<file path="config.mk">
export PLATFORM = sky130hd
export DESIGN_NAME = priority_decay_expired_scheduler_unit
export DESIGN_NICKNAME = d
export VERILOG_FILES = /design/src/rtl/pdes_pkg.sv /design/src/rtl/pdes_ctrl.sv /design/src/rtl/pdes_datapath.sv /design/src/rtl/priority_decay_expired_scheduler_unit.sv
export SDC_FILE = /design/constraint.sdc
export NUM_CORES = 2
export LEC_CHECK = 0
export ABC_CLOCK_PERIOD_IN_PS = 6000
export BUFFER_PORTS_ARGS = -buffer_cell sky130_fd_sc_hd__buf_2
export CORE_UTILIZATION = 38
export CTS_CLUSTER_SIZE = 30
export DETAILED_ROUTE_END_ITERATION = 6
export PLACE_DENSITY = 0.5
export SYNTH_ARGS = -nofsm -noshare
export SYNTH_HDL_FRONTEND = slang
export SYNTH_SLANG_ARGS = --single-unit
</file>
<file path="constraint.sdc">
create_clock -name i_clk -period 6 [get_ports i_clk]
set_input_delay 0.3 -clock i_clk [delete_from_list [all_inputs] [get_ports i_clk]]
set_output_delay 0.3 -clock i_clk [all_outputs]
set_load 0.01 [all_outputs]
</file>
<file path="src/rtl/pdes_pkg.sv">
`timescale 1ns / 1ps
// ----------------------------------------------------------------------------
// pdes_pkg
// Shared types and constants of the active/expired priority run queue.
// ----------------------------------------------------------------------------
package pdes_pkg;

    localparam int MAX_PRIO_DEF    = 4;
    localparam int LEVEL_DEPTH_DEF = 16;

    localparam int ID_W    = 8;
    localparam int SP_W    = 3;
    localparam int DP_W    = 2;
    localparam int SLICE_W = 16;

    localparam logic [SLICE_W-1:0] QUANTUM_RST = 16'd2;

    localparam logic MODE_ENQ = 1'b0;
    localparam logic MODE_DEQ = 1'b1;

    typedef struct packed {
        logic [ID_W-1:0] id;
        logic [SP_W-1:0] sprio;
    } t_entry;

    typedef struct packed {
        logic issue;
        logic load;
    } t_cmd;

endpackage

</file>
<file path="src/rtl/pdes_ctrl.sv">
`timescale 1ns / 1ps
// ----------------------------------------------------------------------------
// pdes_ctrl
// Sequencer: issues one request to the datapath, then loads the result into
// the output register once that register is free.
// ----------------------------------------------------------------------------
module pdes_ctrl (
    input  logic          i_clk,
    input  logic          i_rst_n,
    input  logic          i_in_valid,
    output logic          o_in_stall,
    output logic          o_out_valid,
    input  logic          i_out_stall,
    output pdes_pkg::t_cmd o_cmd
);

    localparam logic ST_IDLE = 1'b0;
    localparam logic ST_RD   = 1'b1;

    logic r_state;
    logic n_state;
    logic r_out_valid;
    logic n_out_valid;
    logic w_issue;
    logic w_load;

    assign o_in_stall  = (r_state != ST_IDLE);
    assign o_out_valid = r_out_valid;
    assign w_issue     = i_in_valid && (r_state == ST_IDLE);
    assign o_cmd.issue = w_issue;
    assign o_cmd.load  = w_load;

    always_comb begin
        n_state     = r_state;
        n_out_valid = r_out_valid;
        w_load      = 1'b0;
        if (r_out_valid && !i_out_stall) begin
            n_out_valid = 1'b0;
        end
        unique case (r_state)
            ST_IDLE: begin
                if (w_issue) begin
                    n_state = ST_RD;
                end
            end
            ST_RD: begin
                if (!r_out_valid || !i_out_stall) begin
                    w_load      = 1'b1;
                    n_out_valid = 1'b1;
                    n_state     = ST_IDLE;
                end
            end
            default: begin
                n_state = ST_IDLE;
            end
        endcase
    end

    always_ff @(posedge i_clk) begin
        if (!i_rst_n) begin
            r_state     <= ST_IDLE;
            r_out_valid <= 1'b0;
        end else begin
            r_state     <= n_state;
            r_out_valid <= n_out_valid;
        end
    end

endmodule

</file>
<file path="src/rtl/pdes_datapath.sv">
`timescale 1ns / 1ps
// ----------------------------------------------------------------------------
// pdes_datapath
// Level pointers and counts, entry memory, bank select and result register.
// ----------------------------------------------------------------------------
module pdes_datapath #(
    parameter int MAX_PRIO    = pdes_pkg::MAX_PRIO_DEF,
    parameter int LEVEL_DEPTH = pdes_pkg::LEVEL_DEPTH_DEF
) (
    input  logic                          i_clk,
    input  logic                          i_rst_n,
    input  pdes_pkg::t_cmd                i_cmd,
    input  logic                          i_cfg_we,
    input  logic [pdes_pkg::SLICE_W-1:0]  i_cfg_data,
    input  logic                          i_mode,
    input  logic [pdes_pkg::ID_W-1:0]     i_proc_id,
    input  logic [pdes_pkg::SP_W-1:0]     i_static_prio,
    input  logic [pdes_pkg::DP_W-1:0]     i_dyn_prio,
    output logic                          o_op_ok,
    output logic [pdes_pkg::ID_W-1:0]     o_out_id,
    output logic [pdes_pkg::DP_W-1:0]     o_out_dyn_prio,
    output logic [pdes_pkg::SP_W-1:0]     o_out_static_prio,
    output logic [pdes_pkg::SLICE_W-1:0]  o_out_slice,
    output logic                          o_went_expired,
    output logic                          o_all_empty
);

    localparam int NUM_LEVELS = 2 * MAX_PRIO;
    localparam int LW  = (MAX_PRIO > 1) ? $clog2(MAX_PRIO) : 1;
    localparam int LIW = $clog2(NUM_LEVELS);
    localparam int PW  = $clog2(LEVEL_DEPTH);
    localparam int CW  = $clog2(LEVEL_DEPTH + 1);

    localparam logic [4:0]     MAX_LVL  = 5'(MAX_PRIO - 1);
    localparam logic [PW-1:0]  LAST_PTR = PW'(LEVEL_DEPTH - 1);
    localparam logic [CW-1:0]  FULL_CNT = CW'(LEVEL_DEPTH);
    localparam logic [LIW-1:0] BANK_OFS = LIW'(MAX_PRIO);

    pdes_pkg::t_entry r_mem [NUM_LEVELS][LEVEL_DEPTH];

    logic [PW-1:0]  r_head [NUM_LEVELS];
    logic [PW-1:0]  r_tail [NUM_LEVELS];
    logic [CW-1:0]  r_cnt  [NUM_LEVELS];
    logic           r_bank;
    logic [pdes_pkg::SLICE_W-1:0] r_quantum;

    pdes_pkg::t_entry r_rd;
    logic             r_mode;
    logic             r_ok;
    logic [pdes_pkg::DP_W-1:0] r_odyn;
    logic             r_oexp;

    logic                          r_op_ok;
    logic [pdes_pkg::ID_W-1:0]     r_out_id;
    logic [pdes_pkg::DP_W-1:0]     r_out_dyn;
    logic [pdes_pkg::SP_W-1:0]     r_out_sp;
    logic [pdes_pkg::SLICE_W-1:0]  r_out_slice;
    logic                          r_went_exp;
    logic                          r_all_empty;

    logic [MAX_PRIO-1:0] w_ne0;
    logic [MAX_PRIO-1:0] w_ne1;
    logic                w_act;
    logic [MAX_PRIO-1:0] w_ne_act;
    logic                w_found;
    logic [LW-1:0]       w_dq_lvl;
    logic                w_expired;
    logic [4:0]          w_raw;
    logic [LW-1:0]       w_eq_lvl;
    logic                w_eq_bank;
    logic                w_deq;
    logic [LW-1:0]       w_lvl;
    logic                w_bank;
    logic [LIW-1:0]      w_li;
    logic                w_full;
    logic                w_do_wr;
    logic                w_do_rd;

    always_comb begin
        for (int l = 0; l < MAX_PRIO; l++) begin
            w_ne0[l] = (r_cnt[l] != '0);
            w_ne1[l] = (r_cnt[l + MAX_PRIO] != '0);
        end
    end

    // bank swap when the active set is empty
    assign w_act    = ((r_bank ? w_ne1 : w_ne0) == '0) ? ~r_bank : r_bank;
    assign w_ne_act = w_act ? w_ne1 : w_ne0;

    always_comb begin
        w_found  = 1'b0;
        w_dq_lvl = '0;
        for (int l = 0; l < MAX_PRIO; l++) begin
            if (w_ne_act[l]) begin
                w_found  = 1'b1;
                w_dq_lvl = LW'(l);
            end
        end
    end

    always_comb begin
        w_expired = (i_dyn_prio == '0);
        if (w_expired) begin
            w_raw = (i_static_prio == '0) ? 5'd0 : (5'(i_static_prio) - 5'd1);
        end else begin
            w_raw = 5'(i_dyn_prio) - 5'd1;
        end
        if (w_raw > MAX_LVL) begin
            w_raw = MAX_LVL;
        end
        w_eq_lvl  = w_raw[LW-1:0];
        w_eq_bank = w_expired ? ~r_bank : r_bank;
    end

    assign w_deq   = (i_mode == pdes_pkg::MODE_DEQ);
    assign w_lvl   = w_deq ? w_dq_lvl : w_eq_lvl;
    assign w_bank  = w_deq ? w_act : w_eq_bank;
    assign w_li    = (w_bank ? BANK_OFS : '0) + LIW'(w_lvl);
    assign w_full  = (r_cnt[w_li] == FULL_CNT);
    assign w_do_wr = i_cmd.issue && !w_deq && !w_full;
    assign w_do_rd = i_cmd.issue && w_deq && w_found;

    // entry memory
    always_ff @(posedge i_clk) begin
        if (w_do_wr) begin
            r_mem[w_li][r_tail[w_li]] <= '{id: i_proc_id, sprio: i_static_prio};
        end
        if (w_do_rd) begin
            r_rd <= r_mem[w_li][r_head[w_li]];
        end
    end

    // level bookkeeping
    always_ff @(posedge i_clk) begin
        if (!i_rst_n) begin
            for (int k = 0; k < NUM_LEVELS; k++) begin
                r_head[k] <= '0;
                r_tail[k] <= '0;
                r_cnt[k]  <= '0;
            end
            r_bank    <= 1'b0;
            r_quantum <= pdes_pkg::QUANTUM_RST;
        end else begin
            if (i_cfg_we) begin
                r_quantum <= i_cfg_data;
            end
            if (i_cmd.issue && w_deq) begin
                r_bank <= w_act;
            end
            if (w_do_wr) begin
                r_tail[w_li] <= (r_tail[w_li] == LAST_PTR) ? '0 : r_tail[w_li] + 1'b1;
                r_cnt[w_li]  <= r_cnt[w_li] + 1'b1;
            end
            if (w_do_rd) begin
                r_head[w_li] <= (r_head[w_li] == LAST_PTR) ? '0 : r_head[w_li] + 1'b1;
                r_cnt[w_li]  <= r_cnt[w_li] - 1'b1;
            end
        end
    end

    // request stage
    always_ff @(posedge i_clk) begin
        if (i_cmd.issue) begin
            r_mode <= i_mode;
            r_ok   <= w_deq ? w_found : !w_full;
            r_oexp <= !w_deq && !w_full && w_expired;
            if (w_deq) begin
                r_odyn <= w_found ? pdes_pkg::DP_W'(5'(w_dq_lvl)) : '0;
            end else begin
                r_odyn <= w_raw[pdes_pkg::DP_W-1:0];
            end
        end
    end

    // result register
    always_ff @(posedge i_clk) begin
        if (i_cmd.load) begin
            r_op_ok     <= r_ok;
            r_out_id    <= (r_mode == pdes_pkg::MODE_DEQ && r_ok) ? r_rd.id : '0;
            r_out_sp    <= (r_mode == pdes_pkg::MODE_DEQ && r_ok) ? r_rd.sprio : '0;
            r_out_dyn   <= r_odyn;
            r_out_slice <= r_ok ? r_quantum : '0;
            r_went_exp  <= r_oexp;
            r_all_empty <= (w_ne0 == '0) && (w_ne1 == '0);
        end
    end

    assign o_op_ok           = r_op_ok;
    assign o_out_id          = r_out_id;
    assign o_out_dyn_prio    = r_out_dyn;
    assign o_out_static_prio = r_out_sp;
    assign o_out_slice       = r_out_slice;
    assign o_went_expired    = r_went_exp;
    assign o_all_empty       = r_all_empty;

endmodule

</file>
<file path="src/rtl/priority_decay_expired_scheduler_unit.sv">
`timescale 1ns / 1ps
// ----------------------------------------------------------------------------
// priority_decay_expired_scheduler_unit
// Active/expired priority run queue with enqueue and dequeue requests.
// ----------------------------------------------------------------------------
// A request first updates the per-level head, tail and count registers and
// accesses the entry memory; its result is then formed from the registered
// memory read data. A new request is not taken until the last result has been
// loaded into the output register; the block holds off input in the cycle after each
// accepted request, and for as long after that as a finished result waits
// behind a stalled output register. No clearing pass is needed after reset.
// time_quantum is written through i_cfg_we; the user must write it only while
// no request is in flight, as the block itself does not enforce this.
// ----------------------------------------------------------------------------
module priority_decay_expired_scheduler_unit #(
    parameter int MAX_PRIO    = pdes_pkg::MAX_PRIO_DEF,
    parameter int LEVEL_DEPTH = pdes_pkg::LEVEL_DEPTH_DEF
) (
    input  logic                          i_clk,
    input  logic                          i_rst_n,
    input  logic                          i_cfg_we,
    input  logic [pdes_pkg::SLICE_W-1:0]  i_cfg_data,
    input  logic                          i_in_valid,
    output logic                          o_in_stall,
    input  logic                          i_mode,
    input  logic [pdes_pkg::ID_W-1:0]     i_proc_id,
    input  logic [pdes_pkg::SP_W-1:0]     i_static_prio,
    input  logic [pdes_pkg::DP_W-1:0]     i_dyn_prio,
    output logic                          o_out_valid,
    input  logic                          i_out_stall,
    output logic                          o_op_ok,
    output logic [pdes_pkg::ID_W-1:0]     o_out_id,
    output logic [pdes_pkg::DP_W-1:0]     o_out_dyn_prio,
    output logic [pdes_pkg::SP_W-1:0]     o_out_static_prio,
    output logic [pdes_pkg::SLICE_W-1:0]  o_out_slice,
    output logic                          o_went_expired,
    output logic                          o_all_empty
);

    pdes_pkg::t_cmd w_cmd;

    pdes_ctrl u_ctrl (
        .i_clk       (i_clk),
        .i_rst_n     (i_rst_n),
        .i_in_valid  (i_in_valid),
        .o_in_stall  (o_in_stall),
        .o_out_valid (o_out_valid),
        .i_out_stall (i_out_stall),
        .o_cmd       (w_cmd)
    );

    pdes_datapath #(
        .MAX_PRIO    (MAX_PRIO),
        .LEVEL_DEPTH (LEVEL_DEPTH)
    ) u_datapath (
        .i_clk             (i_clk),
        .i_rst_n           (i_rst_n),
        .i_cmd             (w_cmd),
        .i_cfg_we          (i_cfg_we),
        .i_cfg_data        (i_cfg_data),
        .i_mode            (i_mode),
        .i_proc_id         (i_proc_id),
        .i_static_prio     (i_static_prio),
        .i_dyn_prio        (i_dyn_prio),
        .o_op_ok           (o_op_ok),
        .o_out_id          (o_out_id),
        .o_out_dyn_prio    (o_out_dyn_prio),
        .o_out_static_prio (o_out_static_prio),
        .o_out_slice       (o_out_slice),
        .o_went_expired    (o_went_expired),
        .o_all_empty       (o_all_empty)
    );

endmodule
</file>
==> reports/qor.json <==
{
  "logic_synthesis": {
    "synth_sequential_area_ratio_pct": 77.0,
    "postSynthCellCount": 3933,
    "synthesis.area_sq_um": 61300,
    "dominant_cell_by_count_in_the_synthesized_netlist": "sky130_fd_sc_hd__edfxtp_1",
    "yosys_top_cell_by_area": "sky130_fd_sc_hd__edfxtp_1",
    "synth_area_per_cell_sq_um": 15.6,
    "ys_ff_latch": 1579,
    "post-synth-top-area-fraction_pct": 76.4,
    "synth_flop_cell": "sky130_fd_sc_hd__edfxtp_1",
    "post_synth_most_frequent_cells": "sky130_fd_sc_hd__edfxtp_1, sky130_fd_sc_hd__nand2_1, sky130_fd_sc_hd__a21oi_1, sky130_fd_sc_hd__nor2_1, sky130_fd_sc_hd__mux2i_1",
    "synthDistinctLibCells": 94,
    "synth_async_sr_flop_share_pct": 0,
    "yosys_warnings": 0,
    "yosys-top-cells-area": "sky130_fd_sc_hd__edfxtp_1, sky130_fd_sc_hd__nand2_1, sky130_fd_sc_hd__mux2i_1",
    "count_of_flip_flops_with_a_built_in_enable_after_synthesis": 1560,
    "synth_nets": 3979
  },
  "die": {
    "placement_rows": 147,
    "core_region_area_sq_um": 160000,
    "floorplan.initialDensity_pct": 38.2,
    "fp.dieArea_sq_um": 163000,
    "die_width_um": 404,
    "io-pin-count": 69,
    "die-height_um": 404
  },
  "timing": {
    "period_share_pct": 95.9,
    "slew_headroom_pct": 20.1,
    "max_freq_mhz": 174,
    "grt_setup_unrepaired": "no",
    "drv_slew": 0,
    "timing.setup.tns_ns": 0,
    "tightest_slew_ns": 1.19,
    "timing.clock.skew_ns": 0.0369,
    "worst_hold_margin_ns": 0.0393,
    "setup_viol": 0,
    "min_cycle_time_layout_ns": 5.76,
    "final_hold_viol_count": 0
  },
  "global_routing": {
    "global_route_wire_length_before_repair_mm": 305,
    "first_global_vias": 37600,
    "global_route.overflow_total": 0,
    "grt_start_max_net_pins": 85,
    "antenna_found_initial": 9,
    "global_route.usage.total_pct": 26.7
  },
  "clocking": {
    "cts_buffers": 169,
    "h_tree_depth": 4,
    "clk_transition_reported_paths_ns": 0.06,
    "cts_root_buffer": "sky130_fd_sc_hd__clkbuf_16",
    "numClockSinks": 1579,
    "post_cts.resized_instances": 0,
    "insertion_delay_ns": 0.82,
    "cts.path.max_buffers": 3,
    "cts_tree": "built",
    "postCtsSetupBuffers": 0
  },
  "run": {
    "number_of_maximum_capacitance_violations": 0
  },
  "worst_setup_path": {
    "critical_path_required_ns": 6.56,
    "crit_path_max_fanout": 65,
    "startpoint": "u_datapath.r_cnt[1][0]$_SDFFCE_PN0P_",
    "end_kind": "register",
    "worst_ep_arrival_time_ns": 6.32,
    "crit_type": "reg2reg",
    "crit_path_start_kind": "register",
    "critical_path.reg2reg.startpoint": "u_datapath.r_cnt[1][0]$_SDFFCE_PN0P_"
  },
  "pwr": {
    "power.density_nw_per_um2": 347,
    "power.static_leakage_nw": 23.6,
    "ir_drop_mv": 0.295
  },
  "routing": {
    "num_vias": 39500,
    "viasPerCell": 6.02,
    "postRouteWirelength_mm": 221,
    "routed_wire_length_per_instance_um": 33.7,
    "final_antenna_net_count": 0,
    "detail_route.iter0.violations": 5666,
    "route.detailed.drc": 0,
    "drt_pre_antenna_iters": 6
  },
  "final_layout": {
    "areaGrowthSynthToFinish_pct": 17.3,
    "nets": 4310,
    "final_layout_size_suffix_gt1_share_pct": 16.6,
    "final_area_sq_um": 71900,
    "final_cells": 6564,
    "nFillCells": 14300
  },
  "placed_design": {
    "dp.cells": 6224,
    "post_placement_cell_area_sq_um": 66400,
    "port_buffers": 68,
    "dpl.hpwl_mm": 138,
    "globalplace.congestion": 0.935
  },
  "worst_hold_path": {
    "min_path_type": "in2reg",
    "worst_hold_startpoint": "i_cfg_we"
  },
  "run_status": {
    "outcome": "finished, final reports clean"
  }
}
[where the power goes]
group | leakage (nW) | internal, mW | switching (mW)
logic | 6.71 | 0.713 | 1.96
clock network | 2.54 | 5.58 | 4.46
registers | 14.3 | 12.2 | 0.0485
[sequential cells by signal, indices dropped and copies added (netlist names), 2 cells and up]
signal                        count
u_datapath.o_out_static_prio      3
u_datapath.o_out_dyn_prio         2
u_datapath.r_rd                  11
u_datapath.o_out_slice           16
u_datapath.r_mem               1408
u_datapath.r_odyn                 2
u_datapath.r_tail                32
u_datapath.r_head                32
u_datapath.r_cnt                 40
u_datapath.o_out_id               8
u_datapath.r_quantum             16
[timing repair]
action,CTS,global route
endpoints found under the hold margin,61,0
hold buffers,29,0
setup endpoints to repair,0,0
[routing by layer]
metal / wire [um] / GRT usage, %
met1: 92600 / 38.1
met4: 7050 / 8.46
met5: 13 / 0
met3: 20700 / 5.13
met2: 101000 / 41.2
[worst max-delay path, cell delays in order (launching register included)]
cell and delay [ns]:
sky130_fd_sc_hd__edfxtp_1 0.41, sky130_fd_sc_hd__or4_4 0.60, sky130_fd_sc_hd__or4_4 0.53, sky130_fd_sc_hd__o32ai_1 0.47
sky130_fd_sc_hd__nor3_1 0.20, sky130_fd_sc_hd__o21ai_4 0.17, sky130_fd_sc_hd__buf_12 0.41, sky130_fd_sc_hd__nor2_4 0.25
sky130_fd_sc_hd__buf_4 0.33, sky130_fd_sc_hd__nand2_1 0.11, sky130_fd_sc_hd__o21ai_0 0.08, sky130_fd_sc_hd__a2111oi_0 0.56
sky130_fd_sc_hd__buf_4 0.22, sky130_fd_sc_hd__a311oi_1 0.09, sky130_fd_sc_hd__nor3_1 0.56, sky130_fd_sc_hd__a211oi_1 0.17
sky130_fd_sc_hd__buf_4 0.21
[layout by cell type (no fill, tap or decap), drive strengths merged, types with 64 or more instances in the layout]
cell    count
edfxtp   1560
nand2     434
buf       399
nor2      265
a21oi     254
clkbuf    214
mux2i     154
a22oi     107
a221oi     82
clkinv     80
a222oi     74
nor3       71
o21ai      64
[cell type report]
class                   count  area (sq um)  area share (%)
diodes                      2          5.00         0.00696
multi-input cells        2072         13200            18.3
flip-flops and latches   1579         47200            65.6
inverters                  14          61.3          0.0852
clock buffers             214          4400            6.11
clock inverters            95           861            1.20
repair buffers            428          3520            4.89
well taps                2160          2700            3.76
[through the flow]
stage                     worst slack [ns]  util, %  total power, mW
after CTS                            0.308     44.9             25.1
after floorplan                       1.33        -             13.6
after global placement               0.311     41.4             15.1
after global routing                 0.150     44.9             25.6
after detailed placement             0.326     41.4             15.1
final                                0.245     44.9             25.0
[kinds of logic after synthesis]
group / count (synthesis) / synth area share, %
flip-flops: 1579 / 77.0
buffers and inverters: 282 / 2.12
AO/OA/AOI/OAI: 911 / 10.8
multiplexers: 165 / 2.75
adder cells (fa/ha/maj): 11 / 0.237
AND/OR/NAND/NOR: 979 / 7.07
XOR/XNOR: 6 / 0.0857
[final timing paths]
path                                            to  slack (ns)  depth (start not counted)
min reg2reg    u_datapath.o_went_expired$_DFFE_PP_        0.42                          0
max reg2reg           u_datapath.r_rd[5]$_DFFE_PN_        0.24                         16
max                   u_datapath.r_rd[5]$_DFFE_PN_        0.24                         16
min          u_datapath.r_quantum[15]$_SDFFE_PN0P_        0.04                          3
No activity file was read; power rests on OpenSTA's default activity.
